[src/hw/rtl/chc_pkg.sv]
`timescale 1ns / 1ps
// ----------------------------------------------------------------------------
// Climate hysteresis controller package
// Shared item and result layouts, key codes, status codes and limits.
// ----------------------------------------------------------------------------
package chc_pkg;

   localparam int ItemDataWidth   = 48;
   localparam int ResultDataWidth = 40;

   // Key codes.
   localparam logic [3:0] KEY_NONE        = 4'd0;
   localparam logic [3:0] KEY_HUM_LOW_DN  = 4'd1;
   localparam logic [3:0] KEY_HUM_LOW_UP  = 4'd2;
   localparam logic [3:0] KEY_HUM_HIGH_DN = 4'd3;
   localparam logic [3:0] KEY_HUM_HIGH_UP = 4'd4;
   localparam logic [3:0] KEY_TMP_LOW_DN  = 4'd5;
   localparam logic [3:0] KEY_TMP_LOW_UP  = 4'd6;
   localparam logic [3:0] KEY_TMP_HIGH_DN = 4'd7;
   localparam logic [3:0] KEY_TMP_HIGH_UP = 4'd8;

   // Operation codes.
   localparam logic OP_READING = 1'b0;
   localparam logic OP_KEY     = 1'b1;

   // Band status codes.
   localparam logic [1:0] STAT_IN_BAND = 2'd0;
   localparam logic [1:0] STAT_ABOVE   = 2'd1;
   localparam logic [1:0] STAT_BELOW   = 2'd2;

   // Threshold reset values and clamps.
   localparam logic signed [7:0] TMP_LOW_RESET  = 8'sd15;
   localparam logic signed [7:0] TMP_HIGH_RESET = 8'sd25;
   localparam logic [6:0]        HUM_LOW_RESET  = 7'd70;
   localparam logic [6:0]        HUM_HIGH_RESET = 7'd75;
   localparam logic signed [7:0] TMP_MIN        = -8'sd20;
   localparam logic signed [7:0] TMP_MAX        = 8'sd80;
   localparam logic [6:0]        HUM_MIN        = 7'd0;
   localparam logic [6:0]        HUM_MAX        = 7'd100;

   // The last member sits in the lowest bits, matching the stream layout.
   typedef struct packed {
      logic        operation;
      logic [3:0]  key_code;
      logic [7:0]  frame_checksum;
      logic [15:0] temperature_raw;
      logic [15:0] humidity_raw;
   } item_type;

   typedef struct packed {
      logic [6:0] hum_high_now;
      logic [6:0] hum_low_now;
      logic [7:0] temp_high_now;
      logic [7:0] temp_low_now;
      logic       reading_valid;
      logic [1:0] hum_status;
      logic [1:0] temp_status;
      logic       fog_on;
      logic       cooler_on;
   } result_type;

endpackage

[src/hw/rtl/chc_core.sv]
`timescale 1ns / 1ps
// ----------------------------------------------------------------------------
// Climate hysteresis controller core
// Holds thresholds, last good reading and drive states; computes one result.
// ----------------------------------------------------------------------------
module chc_core (
   input  logic                clock,
   input  logic                reset,
   input  logic                step,
   input  chc_pkg::item_type   item,
   output chc_pkg::result_type result
);

   logic signed [7:0]  temp_low_ff,  temp_low_in;
   logic signed [7:0]  temp_high_ff, temp_high_in;
   logic [6:0]         hum_low_ff,   hum_low_in;
   logic [6:0]         hum_high_ff,  hum_high_in;
   logic signed [15:0] temp_tenths_ff, temp_tenths_in;
   logic [15:0]        hum_tenths_ff,  hum_tenths_in;
   logic               cooler_ff, cooler_in;
   logic               fog_ff,    fog_in;

   logic [7:0]         byte_sum;
   logic               sum_ok;
   logic [15:0]        magnitude;
   logic signed [15:0] temp_hi10, temp_lo10;
   logic [15:0]        hum_hi10, hum_lo10;
   logic [1:0]         temp_stat, hum_stat;

   // Sign-extend a degree value to 16 bits and scale by ten with two shifts.
   function automatic logic signed [15:0] times_ten_s(input logic signed [7:0] v);
      logic signed [15:0] w;
      begin
         w = 16'(v);
         return (w <<< 3) + (w <<< 1);
      end
   endfunction

   function automatic logic [15:0] times_ten_u(input logic [6:0] v);
      logic [15:0] w;
      begin
         w = 16'(v);
         return (w << 3) + (w << 1);
      end
   endfunction

   assign byte_sum = item.humidity_raw[15:8] + item.humidity_raw[7:0]
                   + item.temperature_raw[15:8] + item.temperature_raw[7:0];
   assign sum_ok    = (item.operation == chc_pkg::OP_READING)
                      && (byte_sum == item.frame_checksum);
   assign magnitude = {1'b0, item.temperature_raw[14:0]};

   // Threshold steps; the guards keep each low threshold strictly below its high.
   always_comb begin
      temp_low_in  = temp_low_ff;
      temp_high_in = temp_high_ff;
      hum_low_in   = hum_low_ff;
      hum_high_in  = hum_high_ff;
      if (item.operation == chc_pkg::OP_KEY) begin
         unique case (item.key_code)
            chc_pkg::KEY_HUM_LOW_DN: begin
               if (hum_low_ff > chc_pkg::HUM_MIN) hum_low_in = hum_low_ff - 7'd1;
            end
            chc_pkg::KEY_HUM_LOW_UP: begin
               if (hum_low_ff + 7'd1 < hum_high_ff) hum_low_in = hum_low_ff + 7'd1;
            end
            chc_pkg::KEY_HUM_HIGH_DN: begin
               if (hum_low_ff + 7'd1 < hum_high_ff) hum_high_in = hum_high_ff - 7'd1;
            end
            chc_pkg::KEY_HUM_HIGH_UP: begin
               if (hum_high_ff < chc_pkg::HUM_MAX) hum_high_in = hum_high_ff + 7'd1;
            end
            chc_pkg::KEY_TMP_LOW_DN: begin
               if (temp_low_ff > chc_pkg::TMP_MIN) temp_low_in = temp_low_ff - 8'sd1;
            end
            chc_pkg::KEY_TMP_LOW_UP: begin
               if (temp_low_ff + 8'sd1 < temp_high_ff) temp_low_in = temp_low_ff + 8'sd1;
            end
            chc_pkg::KEY_TMP_HIGH_DN: begin
               if (temp_low_ff + 8'sd1 < temp_high_ff) temp_high_in = temp_high_ff - 8'sd1;
            end
            chc_pkg::KEY_TMP_HIGH_UP: begin
               if (temp_high_ff < chc_pkg::TMP_MAX) temp_high_in = temp_high_ff + 8'sd1;
            end
            default: begin
            end
         endcase
      end
   end

   // A negative zero comes out as zero because the negated magnitude is zero.
   always_comb begin
      temp_tenths_in = temp_tenths_ff;
      hum_tenths_in  = hum_tenths_ff;
      if (sum_ok) begin
         temp_tenths_in = item.temperature_raw[15] ? $signed(16'd0 - magnitude)
                                                   : $signed(magnitude);
         hum_tenths_in  = item.humidity_raw;
      end
   end

   assign temp_hi10 = times_ten_s(temp_high_in);
   assign temp_lo10 = times_ten_s(temp_low_in);
   assign hum_hi10  = times_ten_u(hum_high_in);
   assign hum_lo10  = times_ten_u(hum_low_in);

   always_comb begin
      cooler_in = cooler_ff;
      temp_stat = chc_pkg::STAT_IN_BAND;
      priority if (temp_tenths_in > temp_hi10) begin
         cooler_in = 1'b1;
         temp_stat = chc_pkg::STAT_ABOVE;
      end else if (temp_tenths_in < temp_lo10) begin
         cooler_in = 1'b0;
         temp_stat = chc_pkg::STAT_BELOW;
      end else begin
         // Inside the band the cooler keeps its previous state.
         cooler_in = cooler_ff;
         temp_stat = chc_pkg::STAT_IN_BAND;
      end
   end

   always_comb begin
      fog_in   = fog_ff;
      hum_stat = chc_pkg::STAT_IN_BAND;
      priority if (hum_tenths_in > hum_hi10) begin
         fog_in   = 1'b0;
         hum_stat = chc_pkg::STAT_ABOVE;
      end else if (hum_tenths_in < hum_lo10) begin
         fog_in   = 1'b1;
         hum_stat = chc_pkg::STAT_BELOW;
      end else begin
         fog_in   = fog_ff;
         hum_stat = chc_pkg::STAT_IN_BAND;
      end
   end

   always_ff @(posedge clock) begin
      if (reset) begin
         temp_low_ff    <= chc_pkg::TMP_LOW_RESET;
         temp_high_ff   <= chc_pkg::TMP_HIGH_RESET;
         hum_low_ff     <= chc_pkg::HUM_LOW_RESET;
         hum_high_ff    <= chc_pkg::HUM_HIGH_RESET;
         temp_tenths_ff <= 16'sd0;
         hum_tenths_ff  <= 16'd0;
         cooler_ff      <= 1'b0;
         fog_ff         <= 1'b0;
      end else if (step) begin
         temp_low_ff    <= temp_low_in;
         temp_high_ff   <= temp_high_in;
         hum_low_ff     <= hum_low_in;
         hum_high_ff    <= hum_high_in;
         temp_tenths_ff <= temp_tenths_in;
         hum_tenths_ff  <= hum_tenths_in;
         cooler_ff      <= cooler_in;
         fog_ff         <= fog_in;
      end
   end

   always_comb begin
      result.cooler_on     = cooler_in;
      result.fog_on        = fog_in;
      result.temp_status   = temp_stat;
      result.hum_status    = hum_stat;
      result.reading_valid = sum_ok;
      result.temp_low_now  = temp_low_in;
      result.temp_high_now = temp_high_in;
      result.hum_low_now   = hum_low_in;
      result.hum_high_now  = hum_high_in;
   end

`ifndef NO_ASSERTIONS
   a_temp_order: assert property (@(posedge clock) disable iff (reset)
      temp_low_ff < temp_high_ff)
      else $error("temperature thresholds out of order");
   a_hum_order: assert property (@(posedge clock) disable iff (reset)
      hum_low_ff < hum_high_ff)
      else $error("humidity thresholds out of order");
   a_clamps: assert property (@(posedge clock) disable iff (reset)
      temp_low_ff >= chc_pkg::TMP_MIN && temp_high_ff <= chc_pkg::TMP_MAX
      && hum_high_ff <= chc_pkg::HUM_MAX)
      else $error("threshold outside its clamp");
`endif

endmodule

[src/hw/rtl/climate_hysteresis_controller_top.sv]
`timescale 1ns / 1ps
// ----------------------------------------------------------------------------
// Climate hysteresis controller
// Checks sensor frames, adjusts thresholds from keys, drives cooler and fog.
// ----------------------------------------------------------------------------
//   Channel  Direction  Payload
//   req_     in         tdata: humidity, temperature, checksum, key; tuser: operation
//   rsp_     out        tdata: drives, status, reading flag, four thresholds
//
// One item per cycle while rsp_ is not stalled; a result is offered on rsp_ after its
// transfer has passed the input register, then the result register.
// Reset is synchronous; it restores default thresholds and turns both drives off.
// A stalled result register holds the input register, which then closes req_tready.
// ----------------------------------------------------------------------------
module climate_hysteresis_controller_top (
   input  logic                                  clock,
   input  logic                                  reset,
   input  logic                                  req_tvalid,
   output logic                                  req_tready,
   // [15:0] humidity_raw, [31:16] temperature_raw, [39:32] frame_checksum,
   // [43:40] key_code, [47:44] zero
   input  logic [chc_pkg::ItemDataWidth-1:0]     req_tdata,
   // [0] operation
   input  logic                                  req_tuser,
   output logic                                  rsp_tvalid,
   input  logic                                  rsp_tready,
   // [0] cooler_on, [1] fog_on, [3:2] temp_status, [5:4] hum_status,
   // [6] reading_valid, [14:7] temp_low_now, [22:15] temp_high_now,
   // [29:23] hum_low_now, [36:30] hum_high_now, [39:37] zero
   output logic [chc_pkg::ResultDataWidth-1:0]   rsp_tdata
);

   logic                in_valid_ff,  in_valid_in;
   chc_pkg::item_type   in_item_ff,   in_item_in;
   logic                out_valid_ff, out_valid_in;
   chc_pkg::result_type out_data_ff,  out_data_in;
   logic                advance;
   chc_pkg::result_type core_result;

   assign advance    = in_valid_ff && (!out_valid_ff || rsp_tready);
   assign req_tready = !in_valid_ff || advance;

   always_comb begin
      in_valid_in = in_valid_ff;
      in_item_in  = in_item_ff;
      if (req_tready) begin
         in_valid_in = req_tvalid;
         in_item_in  = {req_tuser, req_tdata[$bits(chc_pkg::item_type)-2:0]};
      end
   end

   chc_core u_core (
      .clock  (clock),
      .reset  (reset),
      .step   (advance),
      .item   (in_item_ff),
      .result (core_result)
   );

   always_comb begin
      out_valid_in = out_valid_ff && !rsp_tready;
      out_data_in  = out_data_ff;
      if (advance) begin
         out_valid_in = 1'b1;
         out_data_in  = core_result;
      end
   end

   always_ff @(posedge clock) begin
      if (reset) begin
         in_valid_ff  <= 1'b0;
         out_valid_ff <= 1'b0;
      end else begin
         in_valid_ff  <= in_valid_in;
         out_valid_ff <= out_valid_in;
      end
   end

   always_ff @(posedge clock) begin
      in_item_ff  <= in_item_in;
      out_data_ff <= out_data_in;
   end

   assign rsp_tvalid = out_valid_ff;
   assign rsp_tdata  = {(chc_pkg::ResultDataWidth - $bits(chc_pkg::result_type))'(0),
                        out_data_ff};

`ifndef NO_ASSERTIONS
   a_advance_fills: assert property (@(posedge clock) disable iff (reset)
      advance |=> out_valid_ff)
      else $error("advanced item did not reach the result register");
   a_stall_holds: assert property (@(posedge clock) disable iff (reset)
      in_valid_ff && !advance |=> in_valid_ff && $stable(in_item_ff))
      else $error("stalled input item changed");
   a_key_not_valid: assert property (@(posedge clock) disable iff (reset)
      advance && in_item_ff.operation == chc_pkg::OP_KEY |=> !out_data_ff.reading_valid)
      else $error("key press reported as a valid reading");
`endif

endmodule
[config.mk]
export PLATFORM = sky130hd
export DESIGN_NAME = climate_hysteresis_controller_top
export DESIGN_NICKNAME = d
export VERILOG_FILES = /design/src/hw/rtl/chc_pkg.sv /design/src/hw/rtl/chc_core.sv /design/src/hw/rtl/climate_hysteresis_controller_top.sv
export SDC_FILE = /design/constraint.sdc
export NUM_CORES = 1
export LEC_CHECK = 0
export BUFFER_PORTS_ARGS = -buffer_cell sky130_fd_sc_hd__buf_2
export CAP_MARGIN = 15
export CORE_ASPECT_RATIO = 2
export CORE_MARGIN = 5
export CORE_UTILIZATION = 45
export DETAILED_ROUTE_END_ITERATION = 8
export PLACE_DENSITY = 0.65
export SLEW_MARGIN = 0
export SYNTH_ARGS = -nofsm -noshare
export SYNTH_HDL_FRONTEND = slang
export SYNTH_SLANG_ARGS = --single-unit
[constraint.sdc]
create_clock -name clock -period 6.6 [get_ports clock]
set_input_delay 1.32 -clock clock [delete_from_list [all_inputs] [get_ports clock]]
set_output_delay 1.32 -clock clock [all_outputs]
set_load 0.01 [all_outputs]
==> results_dict.tcl, run 1 <==
set metrics [dict create \
    outcome "complete, no violations" \
    fin_ws_ns 0.349 \
    synthFlopType "edfxtp_1" \
    wl_per_cell_um 18.1 \
    cap_violations 0 \
    start_util_pct 45.5 \
    finalCritPeriodShare_pct 94.7 \
    pwr-share-clk_pct 36.0 \
    async_flop_share_pct 0 \
    firstDrtPassIters 5 \
    cts.sinks 148 \
    ioPinCount 95 \
    grt_pass1_vias 8373 \
    die_h_um 223 \
    num_rows 78 \
    fin_crit_ns 6.25 \
    diodes 0 \
    syn_area_per_cell_um2 9.40 \
    ant_nets 0 \
    worst_ir_drop_vdd_uv 222 \
    antenna_found_initial 0 \
    grt_pass1_wl_um 42300 \
    final_cell_area_um2 12000 \
    hold_violations 0 \
    worst_pin_slew_ns 0.832 \
    yosysSeqAreaShare_pct 36.9 \
    min-delay-path-class "flop to flop" \
    wirelength_um 27200 \
    required_ns 6.79 \
    powerDensity_nw_per_um2 228 \
    max_stage_delay_ns 0.38 \
    cp_data_arrival_time_ns 6.44 \
    hpwl_um 20900 \
    clkSlewWorstSetupHoldPaths_ns 0.06 \
    drtIter0Drc 322 \
    ys_warn_count 0 \
    cp_slowest_cell "a2111oi_2" \
    globalplace.congestion 0.967 \
    cts_tree "built" \
    final_nets 1380 \
    grt_max_degree 67 \
    vias_per_cell 5.65 \
    cts_setup_buffers 0 \
    htreeDepth 4 \
    switching_share_pct 30.5 \
    p_leak_nw 5.04 \
    die_w_um 117 \
    crit_fanout 6 \
    synthCells 1090 \
    synth_area_um2 10200 \
    synth-seq-cells 148 \
    clk_path_buf_depth 2 \
    core_um2 22500 \
    setup_viol 0 \
    startpoint_type "flop" \
    clkLatencyLatePin_ns 0.45 \
    placedInstanceArea_um2 11300 \
    hold_slack_ns 0.455 \
    seqPwrFrac_pct 39.1 \
    worstSetupEndpointType "flop" \
    fin_skew_ns 0.0133 \
    place_ws_ns -0.0355 \
    max-slew-margin-rel_pct 44.5 \
    synth_edf_count 82 \
    vias 8474 \
    drc 0 \
    synthToLayoutAreaGrowth_pct 16.8 \
    cts_root_buffer "clkbuf_16" \
    slew_viol_final 0 \
    dieArea_um2 26100 \
    synthDistinctLibCells 67 \
    cts_made_buffers 17 \
    crit_type "flop to flop" \
    p_comb_share_pct 24.9 \
    synthTopCellsByArea "edfxtp_1 24%, dfxtp_1 13%, ha_1 13%" \
    synth_top_area_share_pct 24.0 \
    fmax_ghz 0.160 \
    port_buffers 87 \
    synth_area_leader_cell "edfxtp_1" \
    switchingPower_w 0.000832 \
    overflow 0 \
    synth_top_cells_by_count "103 x ha_1, 103 x nand2_1, 83 x nor2_1" \
    drive_above_1_share_pct 19.3 \
    p_int_w 0.00189 \
    grt_usage_pct 21.1 \
]
## kinds of logic after synthesis
kind of cell / synth area share [%]
AND/OR/NAND/NOR: 15.5
AO/OA/AOI/OAI: 15.5
flip-flops: 36.9
adder cells (fa/ha/maj): 16.1
buffers and inverters: 4.59
XOR/XNOR: 7.34
multiplexers: 4.04
other: 0.0366
## metal layers
metal	global-route usage, %	vias to the layer above	part of all wire (%)
met2	38.6	224	55
met1	21.7	4026	36
met5	0	-	0
met4	12.4	0	5.4
li1	-	4153	-
met3	3.77	71	3.7
## state kept, by name (all words and copies together) (netlist names)
| register | flops |
|---|---|
| u_core.hum_tenths_ff | 16 |
| rsp_tdata | 37 |
| u_core.fog_ff | 1 |
| u_core.cooler_ff | 1 |
| in_item_ff | 45 |
| u_core.temp_low_ff | 8 |
| u_core.hum_high_ff | 7 |
| u_core.temp_high_ff | 8 |
| in_valid_ff | 1 |
| rsp_tvalid | 1 |
| u_core.temp_tenths_ff | 16 |
| u_core.hum_low_ff | 7 |
## metrics by stage
| stage | total power [W] | setup TNS, ns | instances | util [%] |
|---|---|---|---|---|
| 3_3_place_gp | 0.00173 | 0 | 1467 | 50.0 |
| 3_5_place_dp | 0.00175 | -0.0355 | 1467 | 50.0 |
| 6_report | 0.00273 | 0 | 1499 | 53.1 |
| 2_1_floorplan | 0.00153 | 0 | 1092 | - |
| 5_1_grt | 0.00287 | -0.00229 | 1499 | 53.1 |
| 4_1_cts | 0.00274 | 0 | 1499 | 52.6 |
## cell type report
| type | instances | area [um^2] |
|---|---|---|
| Fill cell | 2074 | 10600 |
| Multi-Input combinational cell | 829 | 6110 |
| Sequential cell | 148 | 3790 |
| Timing Repair Buffer | 149 | 901 |
| Clock buffer | 19 | 443 |
| Tap cell | 280 | 350 |
| Inverter | 61 | 230 |
| Clock inverter | 13 | 150 |
## worst max-delay path, delay by kind of cell (launching register included)
family	cells	cell delay [ns]
xor+xnor	2	0.37
fa+ha+maj	4	1.14
compound gates	15	2.97
flops	1	0.34
simple gates	6	0.83
mux	1	0.16
buf+inv	1	0.16
## placed cells by master, fill, tap and decap left out, types with 18 or more instances in the layout
master / n
a21o_1: 20
a21oi_1: 70
buf_2: 87
buf_4: 62
dfxtp_1: 64
edfxtp_1: 82
fa_1: 18
ha_1: 103
inv_1: 59
mux2_2: 24
nand2_1: 101
nand3_1: 32
nor2_1: 83
nor3_1: 30
o21ai_0: 51
xnor2_1: 58
xor2_1: 23
## power groups by stage
stage	Combinational, W	Clock, W	Sequential, W
floorplan	0.000463	0	0.00107
global placement	0.000645	0	0.00108
detailed placement	0.000661	0	0.00109
CTS	0.000666	0.00100	0.00107
global route	0.000755	0.00104	0.00107
finish	0.000679	0.000981	0.00107
## path summary, 6_finish.rpt
path	startpoint	to	slack (ns)	depth (start not counted)
worst min-delay path	u_core.temp_tenths_ff[5]$_SDFFE_PP0P_	u_core.temp_tenths_ff[5]$_SDFFE_PP0P_	0.46	2
worst max register to register	u_core.temp_low_ff[0]$_SDFFE_PP1P_	rsp_tdata[0]$_DFFE_PP_	0.35	29
worst max-delay path	u_core.temp_low_ff[0]$_SDFFE_PP1P_	rsp_tdata[0]$_DFFE_PP_	0.35	29
worst min register to register	u_core.temp_tenths_ff[5]$_SDFFE_PP0P_	u_core.temp_tenths_ff[5]$_SDFFE_PP0P_	0.46	2
## repair_timing
action / 4_1_cts / 5_1_grt
pin swaps: 0 / 3
gates resized for setup: 1 / 23
setup endpoints to repair: 1 / 6
hold buffers: 0 / 0
Power figures use the tool's default switching activity.
==> run 2: changes to the inputs <==
--- a/config.mk
+++ b/config.mk
@@ -10,6 +10,7 @@
 export CORE_ASPECT_RATIO = 2
 export CORE_MARGIN = 5
 export CORE_UTILIZATION = 45
+export CTS_BUF_LIST = sky130_fd_sc_hd__clkbuf_8
 export DETAILED_ROUTE_END_ITERATION = 8
 export PLACE_DENSITY = 0.65
 export SLEW_MARGIN = 0
==> results_dict.tcl, run 2 (synthesis results as in run 1) <==
set metrics [dict create \
    cts_tree "built" \
    cts_root_buffer "clkbuf_8" \
    place_ws_ns -0.0355 \
    final_cell_area_um2 11800 \
    final_common_cell "ha_1" \
    grt_pass1_vias 8385 \
    cap_violations 0 \
    vias 8461 \
    rr_worst_depth 28 \
    worst_pin_slew_ns 0.827 \
    hold_violations 0 \
    dieArea_um2 26100 \
    fin_skew_ns 0.0126 \
    fin_crit_ns 6.26 \
    ioPinCount 95 \
    max-slew-margin-rel_pct 44.8 \
    synthToLayoutAreaGrowth_pct 14.9 \
    endpoint "rsp_tdata[0]$_DFFE_PP_" \
    globalplace.congestion 0.967 \
    worst_ir_drop_vdd_uv 177 \
    fmax_ghz 0.160 \
    clk_path_buf_depth 2 \
    placedInstanceArea_um2 11300 \
    regToRegSetupSlack_ns 0.34 \
    antenna_found_initial 0 \
    p_leak_nw 4.96 \
    num_rows 78 \
    diodes 0 \
    top_register "in_item_ff" \
    powerDensity_nw_per_um2 210 \
    worstSetupEndpointType "flop" \
    wirelength_um 27100 \
    hpwl_um 20900 \
    drtIter0Drc 350 \
    fin_setup_tns_ns 0 \
    overflow 0 \
    grt_max_degree 67 \
    drc 0 \
    start_util_pct 45.5 \
    vias_per_cell 5.64 \
    crit_type "flop to flop" \
    setup_viol 0 \
    grt_pass1_wl_um 42300 \
    required_ns 6.95 \
    core_um2 22500 \
    clkLatencyLatePin_ns 0.49 \
    drive_above_1_share_pct 19.3 \
    path_common_cell "ha_1" \
    die_w_um 117 \
    fin_ws_ns 0.336 \
    outcome "complete, no violations" \
    rsz0062_at_grt "no" \
    critPathLaunch "u_core.temp_low_ff[0]$_SDFFE_PP1P_" \
    final_cell_mix "103 x ha_1, 101 x nand2_1, 87 x buf_2, 83 x nor2_1, 82 x edfxtp_1" \
    wl_per_cell_um 18.1 \
    crit_fanout 6 \
    htreeDepth 4 \
    reg2reg_to "rsp_tdata[0]$_DFFE_PP_" \
    cts_made_buffers 17 \
    grt_usage_pct 21.1 \
    final_nets 1380 \
    cts_setup_buffers 0 \
    min-delay-path-class "flop to flop" \
    cp_data_arrival_time_ns 6.61 \
    startpoint_type "flop" \
    finalCritPeriodShare_pct 94.9 \
    ant_nets 0 \
    cts.sinks 148 \
    slew_viol_final 0 \
    firstDrtPassIters 5 \
    worstReg2RegStart "u_core.temp_low_ff[0]$_SDFFE_PP1P_" \
    cp_slowest_cell "fa_1" \
    die_h_um 223 \
    port_buffers 87 \
    largest_reg_flops 45 \
    max_stage_delay_ns 0.41 \
    clkSlewWorstSetupHoldPaths_ns 0.09 \
]
-- run 2: cell types whose count changed in the layout (fill, tap and decap cells not counted), sizes merged --
cell    before  now
inv         62   63
clkbuf      19   18
-- run 2: worst max-delay path, delay by kind of cell, from the launching register on --
kind | cells | cell delay, ns
compound gates | 14 | 2.80
flops | 1 | 0.35
buf+inv | 2 | 0.36
simple gates | 5 | 0.87
xor+xnor | 2 | 0.27
fa+ha+maj | 5 | 1.46
-- run 2: worst min path at each step --
stage / startpoint / to / slack (ns) / cells past startpoint
final: u_core.temp_tenths_ff[5]$_SDFFE_PP0P_ / u_core.temp_tenths_ff[5]$_SDFFE_PP0P_ / 0.46 / 2
after global routing: u_core.temp_tenths_ff[11]$_SDFFE_PP0P_ / u_core.temp_tenths_ff[11]$_SDFFE_PP0P_ / 0.48 / 2
after detailed placement: u_core.temp_tenths_ff[5]$_SDFFE_PP0P_ / u_core.temp_tenths_ff[5]$_SDFFE_PP0P_ / 0.45 / 2
after floorplan: u_core.temp_tenths_ff[10]$_SDFFE_PP0P_ / u_core.temp_tenths_ff[10]$_SDFFE_PP0P_ / 0.43 / 2
after CTS: u_core.temp_tenths_ff[5]$_SDFFE_PP0P_ / u_core.temp_tenths_ff[5]$_SDFFE_PP0P_ / 0.46 / 2
after global placement: u_core.temp_tenths_ff[3]$_SDFFE_PP0P_ / u_core.temp_tenths_ff[3]$_SDFFE_PP0P_ / 0.44 / 2
-- run 2: layout make-up --
type	instances	area [um^2]
clock buffer	18	248
tap	280	350
clock inverter	14	154
inverter	61	230
sequential	148	3790
timing repair buffer	149	901
multi-input combinational	829	6110
fill	2108	10800
-- run 2: where the power goes --
part,leakage [nW],switching [W],internal (W)
clock,0.207,0.000379,0.000350
combinational,3.41,0.000376,0.000301
sequential,1.34,0.0000451,0.00102
total,4.96,0.000801,0.00167
-- run 2: through the flow --
stage                     hold slack, ns  utilization [%]  total power, W  cells
final                              0.458             52.2         0.00247   1499
after global routing               0.480             52.2         0.00261   1499
after CTS                          0.459             51.8         0.00248   1499
after detailed placement           0.446             50.0         0.00175   1467
after global placement             0.439             50.0         0.00173   1467
after floorplan                    0.434                -         0.00153   1092
-- run 2: metal layers --
layer  up-vias  GRT usage, %  part of all wire (%)
met2       231          39.1                    55
met5         -             0                     0
li1       4152             -                     -
met1      4005          21.6                    36
met3        73          3.64                   3.9
met4         0          11.5                   5.1
-- run 2: what timing repair did --
action                                 4_1_cts  5_1_grt
gates resized for setup                      2       24
setup endpoints to repair                    1        6
pin swaps                                    0        4
hold buffers                                 0        0
endpoints found under the hold margin        0        0
==> run 3: changes to the inputs <==
--- a/config.mk
+++ b/config.mk
@@ -9,10 +9,12 @@
 export CAP_MARGIN = 15
 export CORE_ASPECT_RATIO = 2
 export CORE_MARGIN = 5
-export CORE_UTILIZATION = 45
+export CORE_UTILIZATION = 35
 export CTS_BUF_LIST = sky130_fd_sc_hd__clkbuf_8
 export DETAILED_ROUTE_END_ITERATION = 8
-export PLACE_DENSITY = 0.65
+export GPL_TIMING_DRIVEN = 0
+export HOLD_SLACK_MARGIN = 0.15
+export PLACE_DENSITY = 0.54
 export SLEW_MARGIN = 0
 export SYNTH_ARGS = -nofsm -noshare
 export SYNTH_HDL_FRONTEND = slang
==> results_dict.tcl, run 3 (synthesis results as in run 1) <==
set metrics [dict create \
    globalplace.congestion 1.00 \
    worst_pin_slew_ns 0.947 \
    required_ns 6.84 \
    port_buffers 87 \
    cts_root_buffer "clkbuf_8" \
    fin_skew_ns 0.0179 \
    antenna_found_initial 1 \
    grt_pass1_vias 8497 \
    ant_nets 0 \
    min-delay-path-class "flop to flop" \
    vias 8547 \
    vias_per_cell 5.42 \
    wl_per_cell_um 19.2 \
    final_util_pct 41.3 \
    cts_tree "built" \
    final_common_cell "nand2_1" \
    crit_type "flop to flop" \
    core_um2 28800 \
    final_nets 1377 \
    worst_ir_drop_vdd_uv 141 \
    overflow 0 \
    dieArea_um2 33000 \
    powerDensity_nw_per_um2 221 \
    drive_above_1_share_pct 17.7 \
    p_leak_nw 4.89 \
    setup_viol 0 \
    cts_hold_buf 0 \
    cts.sinks 148 \
    htreeDepth 4 \
    cap_violations 0 \
    cts_made_buffers 17 \
    top_register "in_item_ff" \
    fin_setup_tns_ns 0 \
    hpwl_um 23800 \
    final_cell_mix "101 x nand2_1, 100 x ha_1, 93 x buf_2, 82 x nor2_1, 82 x edfxtp_1" \
    fin_crit_ns 6.35 \
    die_h_um 252 \
    cp_data_arrival_time_ns 6.60 \
    ioPinCount 95 \
    clkLatencyLatePin_ns 0.49 \
    finalCritPeriodShare_pct 96.3 \
    crit_fanout 10 \
    hold_violations 0 \
    fmax_ghz 0.157 \
    drc 0 \
    wirelength_um 30200 \
    rsz0062_at_grt "yes" \
    worstSetupEndpointType "flop" \
    start_util_pct 35.5 \
    grt_pass1_wl_um 46100 \
    largest_reg_flops 45 \
    num_rows 88 \
    startpoint_type "flop" \
    slew_viol_final 0 \
    clkSlewWorstSetupHoldPaths_ns 0.09 \
    grt_max_degree 43 \
    max-slew-margin-rel_pct 36.0 \
    outcome "complete, no violations" \
    die_w_um 131 \
    grt_usage_pct 18.5 \
    firstDrtPassIters 6 \
    clk_path_buf_depth 2 \
    synthToLayoutAreaGrowth_pct 16.3 \
    drtIter0Drc 490 \
]
[run 3: final cells by class]
class / count / area, um^2
diodes: 1 / 2.50
plain buffers: 50 / 250
clock buffers: 17 / 234
clock inverters: 15 / 262
fillers: 2914 / 16900
inverters: 61 / 229
multi-input cells: 829 / 6180
flip-flops and latches: 148 / 3790
well taps: 360 / 450
repair buffers: 96 / 526
[run 3: power breakdown]
group	total, W	internal, W	switching, W
clock	0.000888	0.000524	0.000364
sequential	0.00106	0.00102	0.0000408
combinational	0.000681	0.000288	0.000393
total	0.00263	0.00183	0.000798
[run 3: final timing paths]
path | from | to | slack, ns | cells past startpoint
worst max register to register | u_core.temp_low_ff[1]$_SDFFE_PP1P_ | rsp_tdata[0]$_DFFE_PP_ | 0.25 | 27
worst max-delay path | u_core.temp_low_ff[1]$_SDFFE_PP1P_ | rsp_tdata[0]$_DFFE_PP_ | 0.25 | 27
worst min-delay path | u_core.temp_tenths_ff[7]$_SDFFE_PP0P_ | u_core.temp_tenths_ff[7]$_SDFFE_PP0P_ | 0.46 | 2
worst min register to register | u_core.temp_tenths_ff[7]$_SDFFE_PP0P_ | u_core.temp_tenths_ff[7]$_SDFFE_PP0P_ | 0.46 | 2
[run 3: timing repair]
item                       4_1_cts  5_1_grt
pin swaps                        4        7
setup endpoints to repair        6        7
buffers inserted                 4        2
gates resized for setup         21       43
[run 3: metrics by stage]
stage          hold WS, ns  total power [W]  worst slack, ns  instance area, um^2  cells
5_1_grt              0.483          0.00278          -0.0295                11900   1577
4_1_cts              0.460          0.00263          -0.0405                11800   1574
3_3_place_gp         0.439          0.00171            -1.20                11100   1539
3_5_place_dp         0.449          0.00172            -1.19                11200   1541
2_1_floorplan        0.434          0.00153            0.594                10300   1092
6_report             0.456          0.00263            0.247                11900   1577
[run 3: worst max-delay path: stages, from the launching register on]
cell and delay (ns):
dfxtp_1 0.37, ha_2 0.22, and3_4 0.21, nand3_1 0.12
xnor2_2 0.18, ha_1 0.32, a211o_1 0.31, a211oi_2 0.25
o31a_2 0.26, buf_6 0.17, a21oi_1 0.07, nor3_1 0.27
xor2_1 0.51, ha_1 0.37, a21o_1 0.18, a21oi_2 0.17
o21bai_1 0.08, a21oi_1 0.19, xor2_1 0.17, ha_1 0.26
a21o_1 0.18, nand3_1 0.09, a21oi_2 0.09, o32ai_4 0.34
a211o_1 0.24, o22ai_2 0.15, o21ai_2 0.21, nand2_1 0.07
[run 3: metal layers]
layer	global-route usage, %	part of all wire, %	up-vias
li1	-	-	4139
met2	35.6	57	227
met5	0	0	-
met4	8.36	3.4	0
met1	18.9	36	4121
met3	2.80	4.0	60
